`src/rtl/ope_pkg.sv`:
```
// package for the operator precedence evaluator
// holds token and operator codes, status codes, state enum and precedence table
`timescale 1ns / 1ps
package ope_pkg;

   localparam int unsigned KIND_W = 3;
   localparam int unsigned DATA_W = 32;
   localparam int unsigned STAT_W = 3;

   typedef enum logic [2:0] {
      KIND_NUMBER = 3'd0,
      KIND_PLUS   = 3'd1,
      KIND_MINUS  = 3'd2,
      KIND_TIMES  = 3'd3,
      KIND_DIVIDE = 3'd4,
      KIND_OPEN   = 3'd5,
      KIND_CLOSE  = 3'd6,
      KIND_END    = 3'd7
   } kind_type;

   // operator codes as kept on the operator stack
   typedef enum logic [2:0] {
      OPC_ADD   = 3'd0,
      OPC_SUB   = 3'd1,
      OPC_MUL   = 3'd2,
      OPC_DIV   = 3'd3,
      OPC_OPEN  = 3'd4,
      OPC_CLOSE = 3'd5,
      OPC_END   = 3'd6
   } opc_type;

   typedef enum logic [2:0] {
      STAT_OK      = 3'd0,
      STAT_DIV0    = 3'd1,
      STAT_PAREN   = 3'd2,
      STAT_OVERFLW = 3'd3,
      STAT_UNDERFL = 3'd4
   } stat_type;

   typedef enum logic [1:0] {
      PREC_EQUAL  = 2'd0,
      PREC_SHIFT  = 2'd1,
      PREC_REDUCE = 2'd2,
      PREC_ERROR  = 2'd3
   } prec_type;

   typedef enum logic [3:0] {
      ST_IDLE,
      ST_LOOK,
      ST_READ_B,
      ST_READ_A,
      ST_ALU_START,
      ST_ALU_WAIT,
      ST_PUSH_RES,
      ST_END_CHECK,
      ST_RESULT
   } state_type;

   typedef struct packed {
      logic start;
      logic [1:0] op;  // add, sub, mul, div
   } alu_cmd_type;

   typedef struct packed {
      logic done;
      logic div0;
   } alu_stat_type;

   function automatic prec_type prec_lookup(input logic [2:0] top, input logic [2:0] tok);
      prec_type p;
      p = PREC_ERROR;
      unique case (top)
         OPC_ADD, OPC_SUB:
            p = (tok == OPC_MUL || tok == OPC_DIV || tok == OPC_OPEN) ? PREC_SHIFT : PREC_REDUCE;
         OPC_MUL, OPC_DIV:
            p = (tok == OPC_OPEN) ? PREC_SHIFT : PREC_REDUCE;
         OPC_OPEN:
            p = (tok == OPC_CLOSE) ? PREC_EQUAL :
                (tok == OPC_END) ? PREC_ERROR : PREC_SHIFT;
         OPC_CLOSE:
            p = (tok == OPC_OPEN) ? PREC_ERROR : PREC_REDUCE;
         OPC_END:
            p = (tok == OPC_CLOSE) ? PREC_ERROR :
                (tok == OPC_END) ? PREC_EQUAL : PREC_SHIFT;
         default:
            p = PREC_ERROR;
      endcase
      return p;
   endfunction

endpackage

```
`src/rtl/ope_if.sv`:
```
// valid/ready channel interface
// depends on nothing
`timescale 1ns / 1ps
interface ope_if #(parameter int unsigned PayloadWidth = 35);
   logic                    valid;
   logic                    ready;
   logic [PayloadWidth-1:0] payload;
   modport source (output valid, output payload, input ready);
   modport sink (input valid, input payload, output ready);
endinterface

```
`src/rtl/operator_precedence_evaluator_top.sv`:
```
// operator precedence evaluator: sequencer, two stacks and the shared arithmetic unit
// depends on ope_pkg, ope_if and ope_alu
//
//   channel | dir | payload
//   req     | in  | {kind[2:0], number[31:0]}, number in bits 31:0
//   rsp     | out | {status[2:0], value[31:0]}, value in bits 31:0
//
// a number token is stored from idle; an operator passes look and end check plus each reduction.
// a reduction reads both operands, then runs the shared unit, whose multiply and divide are
// loops, and pushes the result; req is held low.
// the result waits in an output register; req stays low until it is taken.
// reset leaves each stack with one entry: end mark and zero; no clearing pass.
`timescale 1ns / 1ps
module operator_precedence_evaluator_top #(
   parameter int unsigned OP_DEPTH  = 16,
   parameter int unsigned NUM_DEPTH = 16,
   parameter int unsigned FRAC_BITS = 16
) (
   input logic clock,
   input logic reset,
   ope_if.sink   req,
   ope_if.source rsp
);
   localparam int unsigned OW = $clog2(OP_DEPTH + 1);
   localparam int unsigned NW = $clog2(NUM_DEPTH + 1);
   localparam int unsigned OA = $clog2(OP_DEPTH);
   localparam int unsigned NA = $clog2(NUM_DEPTH);

   logic [2:0]  op_mem  [OP_DEPTH];
   logic [31:0] num_mem [NUM_DEPTH];

   ope_pkg::state_type st_ff, st_in;
   logic [OW-1:0] op_cnt_ff, op_cnt_in;
   logic [NW-1:0] num_cnt_ff, num_cnt_in;
   logic [2:0]    err_ff, err_in;
   logic [2:0]    tok_ff, tok_in;
   logic          is_end_ff, is_end_in;
   logic [2:0]    top_ff;
   logic [31:0]   rd_ff, a_ff, a_in, b_ff, b_in;
   logic          rv_ff, rv_in;
   logic [31:0]   rval_ff, rval_in;
   logic [2:0]    rstat_ff, rstat_in;

   logic          op_we, num_we;
   logic [OA-1:0] op_wa, op_ra;
   logic [2:0]    op_wd;
   logic [NA-1:0] num_wa, num_ra;
   logic [31:0]   num_wd;
   ope_pkg::alu_cmd_type alu_cmd;
   ope_pkg::alu_stat_type alu_stat;
   logic signed [31:0] alu_res;
   ope_pkg::prec_type prec;
   logic [2:0] top_op;

   ope_alu #(.FracBits(FRAC_BITS)) u_alu (
      .clock(clock), .reset(reset), .cmd(alu_cmd),
      .a(a_ff), .b(b_ff), .result(alu_res), .stat(alu_stat)
   );

   // operator entry zero is the end mark, so its value is never taken from memory
   assign top_op = (op_cnt_ff <= OW'(1)) ? ope_pkg::OPC_END : top_ff;
   assign prec = ope_pkg::prec_lookup(top_op, tok_ff);
   assign op_ra = OA'(op_cnt_ff - 1'b1);

   always_comb begin
      st_in = st_ff;
      unique case (st_ff)
         ope_pkg::ST_IDLE:
            if (req.valid && req.ready) begin
               if (req.payload[34:32] == ope_pkg::KIND_NUMBER) st_in = ope_pkg::ST_IDLE;
               else if (err_ff != ope_pkg::STAT_OK) begin
                  st_in = (req.payload[34:32] == ope_pkg::KIND_END) ?
                          ope_pkg::ST_END_CHECK : ope_pkg::ST_IDLE;
               end else st_in = ope_pkg::ST_LOOK;
            end
         ope_pkg::ST_LOOK: begin
            if (tok_ff == ope_pkg::OPC_END && top_op == ope_pkg::OPC_END)
               st_in = ope_pkg::ST_END_CHECK;
            else unique case (prec)
               ope_pkg::PREC_REDUCE:
                  st_in = (num_cnt_ff < NW'(2)) ? ope_pkg::ST_END_CHECK : ope_pkg::ST_READ_B;
               default: st_in = ope_pkg::ST_END_CHECK;
            endcase
         end
         ope_pkg::ST_READ_B:    st_in = ope_pkg::ST_READ_A;
         ope_pkg::ST_READ_A:    st_in = ope_pkg::ST_ALU_START;
         ope_pkg::ST_ALU_START: st_in = ope_pkg::ST_ALU_WAIT;
         ope_pkg::ST_ALU_WAIT:
            if (alu_stat.done) st_in = ope_pkg::ST_PUSH_RES;
         ope_pkg::ST_PUSH_RES:
            st_in = alu_stat.div0 ? ope_pkg::ST_END_CHECK : ope_pkg::ST_LOOK;
         ope_pkg::ST_END_CHECK:
            st_in = is_end_ff ? ope_pkg::ST_RESULT : ope_pkg::ST_IDLE;
         ope_pkg::ST_RESULT:
            if (!rv_ff) st_in = ope_pkg::ST_IDLE;
         default: st_in = ope_pkg::ST_IDLE;
      endcase
   end

   always_comb begin
      op_cnt_in = op_cnt_ff; num_cnt_in = num_cnt_ff; err_in = err_ff;
      tok_in = tok_ff; is_end_in = is_end_ff; a_in = a_ff; b_in = b_ff;
      rv_in = rv_ff; rval_in = rval_ff; rstat_in = rstat_ff;
      op_we = 1'b0; op_wa = OA'(op_cnt_ff); op_wd = tok_ff;
      num_we = 1'b0; num_wa = NA'(num_cnt_ff); num_wd = req.payload[31:0];
      num_ra = NA'(num_cnt_ff - 1'b1);
      alu_cmd.start = 1'b0; alu_cmd.op = top_op[1:0];
      if (rv_ff && rsp.ready) rv_in = 1'b0;
      unique case (st_ff)
         ope_pkg::ST_IDLE:
            if (req.valid && req.ready) begin
               tok_in = req.payload[34:32] - 3'd1;
               is_end_in = req.payload[34:32] == ope_pkg::KIND_END;
               if (req.payload[34:32] == ope_pkg::KIND_NUMBER && err_ff == ope_pkg::STAT_OK) begin
                  if (num_cnt_ff >= NW'(NUM_DEPTH)) err_in = ope_pkg::STAT_OVERFLW;
                  else begin
                     num_we = 1'b1;
                     num_cnt_in = num_cnt_ff + 1'b1;
                  end
               end
            end
         ope_pkg::ST_LOOK:
            if (!(tok_ff == ope_pkg::OPC_END && top_op == ope_pkg::OPC_END)) begin
               unique case (prec)
                  ope_pkg::PREC_SHIFT:
                     if (op_cnt_ff >= OW'(OP_DEPTH)) err_in = ope_pkg::STAT_OVERFLW;
                     else begin
                        op_we = 1'b1;
                        op_cnt_in = op_cnt_ff + 1'b1;
                     end
                  ope_pkg::PREC_EQUAL: op_cnt_in = op_cnt_ff - 1'b1;
                  ope_pkg::PREC_ERROR: err_in = ope_pkg::STAT_PAREN;
                  default: begin
                     if (num_cnt_ff < NW'(2)) err_in = ope_pkg::STAT_UNDERFL;
                  end
               endcase
            end
         ope_pkg::ST_READ_B: begin
            b_in = rd_ff;
            num_ra = NA'(num_cnt_ff - 2'd2);
         end
         ope_pkg::ST_READ_A: begin
            a_in = rd_ff;
         end
         ope_pkg::ST_ALU_START: begin
            alu_cmd.start = 1'b1;
            op_cnt_in = op_cnt_ff - 1'b1;
            num_cnt_in = num_cnt_ff - 2'd2;
         end
         ope_pkg::ST_ALU_WAIT: ;
         ope_pkg::ST_PUSH_RES:
            if (alu_stat.div0) err_in = ope_pkg::STAT_DIV0;
            else begin
               num_we = 1'b1;
               num_wd = alu_res;
               num_cnt_in = num_cnt_ff + 1'b1;
            end
         ope_pkg::ST_END_CHECK:
            if (is_end_ff) begin
               if (err_ff == ope_pkg::STAT_OK && num_cnt_ff == '0) begin
                  rval_in = '0; rstat_in = ope_pkg::STAT_UNDERFL;
               end else if (err_ff != ope_pkg::STAT_OK) begin
                  rval_in = '0; rstat_in = err_ff;
               end else begin
                  rval_in = rd_ff;
                  rstat_in = ope_pkg::STAT_OK;
               end
               rv_in = 1'b1;
               op_cnt_in = OW'(1); num_cnt_in = NW'(1); err_in = ope_pkg::STAT_OK;
               // reseed the operand stack with zero
               num_we = 1'b1; num_wa = '0; num_wd = '0;
            end
         default: ;
      endcase
   end

   // stack memories; the operand read port serves the top in the end check as well
   always_ff @(posedge clock) begin
      if (op_we) op_mem[op_wa] <= op_wd;
      if (reset) num_mem[0] <= '0;
      else if (num_we) num_mem[num_wa] <= num_wd;
      top_ff <= op_mem[op_ra];
      rd_ff <= num_mem[num_ra];
   end

   always_ff @(posedge clock) begin
      if (reset) begin
         st_ff <= ope_pkg::ST_IDLE;
         op_cnt_ff <= OW'(1);
         num_cnt_ff <= NW'(1);
         err_ff <= ope_pkg::STAT_OK;
         rv_ff <= 1'b0;
      end else begin
         st_ff <= st_in;
         op_cnt_ff <= op_cnt_in;
         num_cnt_ff <= num_cnt_in;
         err_ff <= err_in;
         rv_ff <= rv_in;
      end
      tok_ff <= tok_in; is_end_ff <= is_end_in;
      a_ff <= a_in; b_ff <= b_in;
      rval_ff <= rval_in; rstat_ff <= rstat_in;
   end

   assign req.ready = (st_ff == ope_pkg::ST_IDLE) && !rv_ff;
   assign rsp.valid = rv_ff;
   assign rsp.payload = {rstat_ff, rval_ff};
endmodule

```
`src/rtl/ope_alu.sv`:
```
// shared fixed point unit: add, sub, rounded multiply and bit-serial rounded divide
// depends on ope_pkg; multiply is split into 16x16 partial products, one per cycle
`timescale 1ns / 1ps
module ope_alu #(
   parameter int unsigned FracBits = 16
) (
   input  logic                 clock,
   input  logic                 reset,
   input  ope_pkg::alu_cmd_type cmd,
   input  logic signed [31:0]   a,
   input  logic signed [31:0]   b,
   output logic signed [31:0]   result,
   output ope_pkg::alu_stat_type stat
);
   localparam int unsigned QW = 32 + FracBits; // dividend width
   localparam int unsigned CW = $clog2(QW + 1);
   localparam logic [63:0] MaxPos = 64'h0000_0000_7FFF_FFFF;
   localparam logic [63:0] MaxNeg = 64'h0000_0000_8000_0000;

   logic [1:0]    op_ff, op_in;
   logic          busy_ff, busy_in;
   logic          done_ff, done_in;
   logic          div0_ff, div0_in;
   logic          neg_ff, neg_in;
   logic [32:0]   ua_ff, ua_in;
   logic [32:0]   ub_ff, ub_in;
   logic [CW-1:0] cnt_ff, cnt_in;
   logic [63:0]   acc_ff, acc_in;     // product accumulator or quotient
   logic [33:0]   rem_ff, rem_in;     // division remainder
   logic [QW-1:0] dvd_ff, dvd_in;     // dividend shift register
   logic signed [31:0] res_ff, res_in;

   logic [32:0] amag, bmag;
   logic [15:0] pa, pb;
   logic [31:0] pp;
   logic [63:0] pp_sh;
   logic [33:0] rem_sh;
   logic [63:0] mag_fin, rnd_mul, rnd_div;
   logic signed [33:0] sum;

   assign amag = a[31] ? 33'(-{a[31], a}) : {1'b0, a};
   assign bmag = b[31] ? 33'(-{b[31], b}) : {1'b0, b};
   // cnt selects halves: cnt[1] for a, cnt[0] for b
   assign pa = cnt_ff[1] ? ua_ff[31:16] : ua_ff[15:0];
   assign pb = cnt_ff[0] ? ub_ff[31:16] : ub_ff[15:0];
   assign pp = pa * pb;
   assign pp_sh = 64'(pp) << (16 * (32'(cnt_ff[1]) + 32'(cnt_ff[0])));
   assign rem_sh = {rem_ff[32:0], dvd_ff[QW-1]};
   assign sum = (op_ff == 2'd0) ? 34'(a) + 34'(b) : 34'(a) - 34'(b);

   // rounding: products add half lsb, quotients compare twice remainder with divisor
   assign rnd_mul = (acc_ff + ((64'd1 << FracBits) >> 1)) >> FracBits;
   assign rnd_div = acc_ff + 64'({rem_ff[32:0], 1'b0} >= {1'b0, ub_ff});
   assign mag_fin = (op_ff == 2'd2) ? rnd_mul : rnd_div;

   always_comb begin
      op_in = op_ff; busy_in = busy_ff; done_in = 1'b0; div0_in = div0_ff;
      neg_in = neg_ff; ua_in = ua_ff; ub_in = ub_ff; cnt_in = cnt_ff;
      acc_in = acc_ff; rem_in = rem_ff; dvd_in = dvd_ff; res_in = res_ff;
      if (cmd.start) begin
         op_in = cmd.op; div0_in = 1'b0;
         neg_in = a[31] != b[31];
         ua_in = amag; ub_in = bmag;
         acc_in = '0; rem_in = '0; cnt_in = '0;
         dvd_in = QW'(amag) << FracBits;
         busy_in = 1'b1;
      end else if (busy_ff) begin
         unique case (op_ff)
            2'd0, 2'd1: begin
               if (sum > 34'sh0_7FFF_FFFF) res_in = 32'sh7FFF_FFFF;
               else if (sum < -34'sh0_8000_0000) res_in = 32'sh8000_0000;
               else res_in = sum[31:0];
               busy_in = 1'b0; done_in = 1'b1;
            end
            2'd2: begin
               if (cnt_ff == CW'(4)) begin
                  busy_in = 1'b0; done_in = 1'b1;
               end else begin
                  acc_in = acc_ff + pp_sh;
                  cnt_in = cnt_ff + 1'b1;
               end
            end
            default: begin
               if (ub_ff == '0) begin
                  div0_in = 1'b1; res_in = '0;
                  busy_in = 1'b0; done_in = 1'b1;
               end else if (cnt_ff == CW'(QW)) begin
                  busy_in = 1'b0; done_in = 1'b1;
               end else begin
                  if (rem_sh >= {1'b0, ub_ff}) begin
                     rem_in = rem_sh - {1'b0, ub_ff};
                     acc_in = {acc_ff[62:0], 1'b1};
                  end else begin
                     rem_in = rem_sh;
                     acc_in = {acc_ff[62:0], 1'b0};
                  end
                  dvd_in = dvd_ff << 1;
                  cnt_in = cnt_ff + 1'b1;
               end
            end
         endcase
         // saturate magnitude result once multiply or divide finishes
         if (done_in && !div0_in && op_ff[1]) begin
            if (!neg_ff) res_in = (mag_fin > MaxPos) ? 32'sh7FFF_FFFF : mag_fin[31:0];
            else res_in = (mag_fin >= MaxNeg) ? 32'sh8000_0000 : 32'(-mag_fin[31:0]);
         end
      end
   end

   always_ff @(posedge clock) begin
      if (reset) begin
         busy_ff <= 1'b0;
         done_ff <= 1'b0;
      end else begin
         busy_ff <= busy_in;
         done_ff <= done_in;
      end
      op_ff <= op_in; div0_ff <= div0_in; neg_ff <= neg_in;
      ua_ff <= ua_in; ub_ff <= ub_in; cnt_ff <= cnt_in;
      acc_ff <= acc_in; rem_ff <= rem_in; dvd_ff <= dvd_in; res_ff <= res_in;
   end

   assign result = res_ff;
   assign stat.done = done_ff;
   assign stat.div0 = div0_ff;
endmodule

```
`src/flat_wrapper.sv`:
```
// flat-port wrapper written by rule: the top's interface ports become plain ports
module operator_precedence_evaluator_top_flat 
#(
   parameter int unsigned OP_DEPTH  = 16,
   parameter int unsigned NUM_DEPTH = 16,
   parameter int unsigned FRAC_BITS = 16
)
  (clock, reset, req_valid, req_payload, req_ready, rsp_valid, rsp_payload, rsp_ready);
  ope_if #(.PayloadWidth(35)) req_i ();
  ope_if #(.PayloadWidth(35)) rsp_i ();
  input logic clock;
  input logic reset;
  input wire logic [$bits(req_i.valid)-1:0] req_valid;
  input wire logic [$bits(req_i.payload)-1:0] req_payload;
  output wire logic [$bits(req_i.ready)-1:0] req_ready;
  output wire logic [$bits(rsp_i.valid)-1:0] rsp_valid;
  output wire logic [$bits(rsp_i.payload)-1:0] rsp_payload;
  input wire logic [$bits(rsp_i.ready)-1:0] rsp_ready;
  assign req_i.valid = req_valid;
  assign req_i.payload = req_payload;
  assign req_ready = req_i.ready;
  assign rsp_valid = rsp_i.valid;
  assign rsp_payload = rsp_i.payload;
  assign rsp_i.ready = rsp_ready;
  operator_precedence_evaluator_top #(.OP_DEPTH(OP_DEPTH), .NUM_DEPTH(NUM_DEPTH), .FRAC_BITS(FRAC_BITS)) u_core (.clock(clock), .reset(reset), .req(req_i), .rsp(rsp_i));
endmodule
```
`config.mk`:
```
export PLATFORM = sky130hd
export DESIGN_NAME = operator_precedence_evaluator_top_flat
export DESIGN_NICKNAME = d
export VERILOG_FILES = /design/src/rtl/ope_pkg.sv /design/src/rtl/ope_if.sv /design/src/rtl/operator_precedence_evaluator_top.sv /design/src/rtl/ope_alu.sv /design/src/flat_wrapper.sv
export SDC_FILE = /design/constraint.sdc
export NUM_CORES = 2
export LEC_CHECK = 0
export ABC_AREA = 0
export CORE_ASPECT_RATIO = 0.75
export CORE_UTILIZATION = 45
export CTS_CLUSTER_DIAMETER = 120
export CTS_CLUSTER_SIZE = 28
export DETAILED_ROUTE_END_ITERATION = 7
export DONT_BUFFER_PORTS = 1
export MAX_ROUTING_LAYER = met4
export PLACE_DENSITY_LB_ADDON = 0.05
export RECOVER_POWER = 100
export SETUP_SLACK_MARGIN = 0.3
export SYNTH_ARGS = -nofsm -noshare
export SYNTH_HDL_FRONTEND = slang
export SYNTH_SLANG_ARGS = --single-unit
```
`constraint.sdc`:
```
create_clock -name clock -period 24.3 [get_ports clock]
set_clock_uncertainty 0.15 [all_clocks]
set_input_delay 4.86 -clock clock [delete_from_list [all_inputs] [get_ports clock]]
set_output_delay 4.86 -clock clock [all_outputs]
set_load 0.05 [all_outputs]
```
==> Flow_metrics.wiki <==
{| class="wikitable"
! Metric !! Value
|-
| Post-route ant nets || 0
|-
| Overall via count from detail_route || 41770
|-
| Maximum fanout along the worst path || 30
|-
| Count of maximum capacitance violations || 32
|-
| Total global-route track usage || 28.33%
|-
| Ranking of synthesized cells by area || sky130_fd_sc_hd__edfxtp_1 (41%), sky130_fd_sc_hd__fa_1 (6.7%), sky130_fd_sc_hd__mux4_2 (5.5%)
|-
| Setup-failing EPs final || 0
|-
| Length of the first detailed-routing pass in iterations || 6
|-
| Number of I/O pins || 76
|-
| DPL Wire Length || 133000 um
|-
| Setup slack of the worst register-to-register path || 11820 ps
|-
| Count of routing violations after the opening detailed-route iteration || 4068
|-
| Final nets || 5714
|-
| Most Frequent Cell on Critical Path || sky130_fd_sc_hd__fa_1
|-
| Yosys warning count || 0
|-
| Buffer type at the clock tree root || sky130_fd_sc_hd__clkbuf_16
|-
| Result of the run || complete, but fails checks
|-
| Crit-path max cell delay || 1160 ps
|-
| Via count of the first global-routing pass || 39900
|-
| Gp weighted congestion || 0.9742
|-
| Maximum achievable frequency || 80.12 MHz
|-
| Remaining DRCs || 0
|-
| Arrival time of data at the critical path endpoint || 12920 ps
|-
| Number of CTS-inserted buffers || 41
|-
| Sum Neg Setup Slack || 0 ps
|-
| GR Overflow Total || 0
|-
| Die area || 132400 um^2
|-
| Synth Instances || 5384
|-
| Number of clock sinks seen by CTS || 954
|-
| Number of enable flip-flop cells after synthesis || 795
|-
| Most common flop cell mapped by yosys || sky130_fd_sc_hd__edfxtp_1
|-
| Hold Path Class || flip-flop to flip-flop
|-
| Post-cts sizing count || 0
|-
| Min Tclk post-route || 12480 ps
|-
| Transition time at the pin with the least slew margin || 4011 ps
|-
| Worst-case clock buffer depth || 3
|-
| Endpoint of the worst hold-timing path || u_core.rstat_ff[1]
|-
| IO Port Bufs || 0
|-
| Average routed wire per standard cell || 26.18 um
|-
| Clock-pin slew reported for the worst setup and hold paths after clock tree synthesis || 110 ps
|-
| Register area share after synthesis || 45.91%
|-
| Path depth of the worst reg2reg path || 35
|-
| Initial Util || 45.56%
|-
| Required @ worst endpoint || 24740 ps
|-
| Max-slew headroom || -167.4%
|-
| Worst Min Path Start || u_core.err_ff[1]
|-
| Quantity of hold-fixing buffers added after cts || 0
|-
| Cell at the slowest stage of the critical path || sky130_fd_sc_hd__a21boi_0
|-
| Period Utilization, post-route || 51.37%
|-
| Synthesized Nets || 5875
|-
| Synthesis-stage register bit count || 954
|-
| Via-per-instance ratio || 5.969
|-
| Share of the synthesized area in the top cell type || 40.51%
|-
| Distinct cell type count after synthesis || 96
|-
| Die height || 315.4 um
|-
| Placeable core region || 129400 um^2
|-
| Number of antenna violations at the first check in global routing || 6
|-
| Synth Cell Area || 58940 um^2
|-
| Pins Over Slew Limit || 1140
|-
| Critical register-to-register path endpoint || u_core.u_alu.acc_ff[58]
|-
| Asr flop ratio synth || 0%
|-
| Library cell with the highest instance count after synthesis || sky130_fd_sc_hd__edfxtp_1
|-
| Average cell area after synthesis || 10.95 um^2
|-
| Layout overhead on the synthesized area || 4.929%
|-
| Fraction of layout cells with a size suffix above 1 || 6.164%
|-
| Violated checks || max-capacitance violations, max-slew violations
|-
| Kind of start point of the critical path || flip-flop
|-
| Cells on Worst Hold Path || 0
|-
| Pin count of the biggest net entering global routing || 107
|-
| TritonCTS clock tree || yes
|-
| Worst setup EP type || flip-flop
|-
| Die X || 419.9 um
|-
| Unrepaired setup endpoints after global routing || no
|-
| H-tree depth || 2
|-
| Cell type with the highest aggregate area in the netlist || sky130_fd_sc_hd__edfxtp_1
|-
| Setup repair bufs after CTS || 0
|-
| First-pass GRT wire length || 270400 um
|-
| Commonest cells in the netlist || sky130_fd_sc_hd__edfxtp_1 (795), sky130_fd_sc_hd__nand2_1 (536), sky130_fd_sc_hd__nor2_1 (468)
|-
| Worst Path Class, Setup || flip-flop to flip-flop
|-
| Beginning of the worst register-to-register path || u_core.u_alu.cnt_ff[0]
|-
| DRT Wirelength || 183200 um
|-
| Clk Latency, worst-skew pair || 650 ps
|-
| Row count || 114
|-
| Number of hold violations in the final report || 0
|}
state kept, by name (all words and copies together), names as in the netlist, 5 cells and up:
register / flops
u_core.b_ff: 32
u_core.op_cnt_ff: 5
u_core.rd_ff: 32
u_core.u_alu.rem_ff: 33
u_core.rval_ff: 32
u_core.u_alu.result: 32
u_core.u_alu.cnt_ff: 6
u_core.u_alu.acc_ff: 64
u_core.u_alu.ua_ff: 32
u_core.a_ff: 32
u_core.u_alu.dvd_ff: 32
u_core.op_mem: 48
u_core.num_mem: 512
u_core.num_cnt_ff: 5
u_core.u_alu.ub_ff: 33
worst max-delay path: cells and delay by family, from the launching register on:
family | cells | cell delay [ps]
AO/OA/AOI/OAI | 12 | 4330
XOR/XNOR | 1 | 250
adder cells (fa/ha/maj) | 8 | 4050
buffers and inverters | 5 | 1560
flip-flops | 1 | 410
multiplexers | 1 | 220
AND/OR/NAND/NOR | 8 | 1440
routing by layer:
metal	global-route usage, %	routed length, um	vias up
li1	-	-	19210
met1	41.71	85730	21040
met2	42.44	82100	1392
met3	3.465	12050	137
met4	4.852	3295	0
met5	-	0	-
stage by stage:
step | cells | utilization, % | instance area, um^2 | hold slack, ps | setup slack [ps]
3_3_place_gp | 6920 | 47.04 | 60850 | 326.9 | 13240
6_report | 6998 | 47.80 | 61840 | 337.7 | 11820
4_1_cts | 6996 | 48.01 | 62110 | 347.4 | 13100
2_1_floorplan | 5384 | - | 58940 | 267.3 | 14210
3_5_place_dp | 6920 | 47.04 | 60850 | 320.0 | 13150
5_1_grt | 6997 | 47.80 | 61840 | 355.4 | 11060
cell families (layout without fill, tap and decap cells):
kind of cell | count (synthesis) | after routing | synth area share, %
DFF | 954 | 954 | 45.91
other | 1 | 3 | 0.006363
xor gates and xnor gates | 296 | 296 | 4.422
buffers and inverters | 635 | 507 | 4.125
muxes | 287 | 287 | 7.967
AOI/OAI and AO/OA | 1089 | 1089 | 12.10
adders and majority gates | 452 | 452 | 12.10
and+or+nand+nor | 1670 | 1670 | 13.37
placed cells by master, fill, tap and decap left out, types with 14 or more instances in the layout:
master                      synthesis  layout
sky130_fd_sc_hd__dfxtp_1          159     158
sky130_fd_sc_hd__inv_1            355     355
sky130_fd_sc_hd__a21o_1           104     104
sky130_fd_sc_hd__clkbuf_16          0      42
sky130_fd_sc_hd__a31oi_1           38      37
sky130_fd_sc_hd__mux2i_1          117     116
sky130_fd_sc_hd__and4_1            22      22
sky130_fd_sc_hd__a21oi_1          301     301
sky130_fd_sc_hd__nor3_1            90      90
sky130_fd_sc_hd__mux2_2            27      26
sky130_fd_sc_hd__mux4_2           143     143
sky130_fd_sc_hd__a21boi_0          15      16
sky130_fd_sc_hd__nor4_1            44      44
sky130_fd_sc_hd__and3_1            40      39
sky130_fd_sc_hd__xnor2_1          181     180
sky130_fd_sc_hd__nor2b_1           62      60
sky130_fd_sc_hd__a22oi_1           39      39
sky130_fd_sc_hd__and2_1            75      48
sky130_fd_sc_hd__edfxtp_1         795     795
sky130_fd_sc_hd__nor2_1           468     464
sky130_fd_sc_hd__o21a_1            28      27
sky130_fd_sc_hd__clkbuf_1         222      57
sky130_fd_sc_hd__a211oi_1          96      97
sky130_fd_sc_hd__or2_2             16      14
sky130_fd_sc_hd__nand3_1          106     105
sky130_fd_sc_hd__o211ai_1          38      41
sky130_fd_sc_hd__xor2_1           114     113
sky130_fd_sc_hd__nand2b_1          66      65
sky130_fd_sc_hd__or3_1             30      30
sky130_fd_sc_hd__and2_0             0      27
sky130_fd_sc_hd__o31ai_1           32      32
sky130_fd_sc_hd__nand2_1          536     536
sky130_fd_sc_hd__nand4_1           58      58
sky130_fd_sc_hd__a211o_1           15      15
sky130_fd_sc_hd__fa_1             197     197
sky130_fd_sc_hd__ha_1             255     255
sky130_fd_sc_hd__o22ai_1           19      19
sky130_fd_sc_hd__o21bai_1          17      17
sky130_fd_sc_hd__buf_4              5      43
sky130_fd_sc_hd__o21ai_0          194     193
worst max-delay path by stage:
stage	startpoint	endpoint	slack [ps]	depth (start not counted)
after floorplan	req_payload[32]	u_core.num_mem[8][0]	14210	9
after global placement	u_core.u_alu.cnt_ff[1]	u_core.u_alu.acc_ff[63]	13240	33
after detailed placement	u_core.u_alu.cnt_ff[1]	u_core.u_alu.acc_ff[63]	13150	33
after CTS	u_core.u_alu.cnt_ff[1]	u_core.u_alu.acc_ff[63]	13100	33
after global routing	u_core.u_alu.cnt_ff[0]	u_core.u_alu.acc_ff[58]	11060	35
final	u_core.u_alu.cnt_ff[0]	u_core.u_alu.acc_ff[58]	11820	35
layout make-up:
type	instances	area, um^2
fillers	12000	67530
inverters	356	1338
diodes	2	5.005
clock inverters	7	100.1
well taps	1740	2177
clock buffers	69	1152
flip-flops and latches	954	27060
repair buffers	75	475.5
multi-input cells	3795	29540
Power is left out: the tool's default activity adds up to more than one toggle a clock period on the data nets, which glitch-free logic cannot reach.
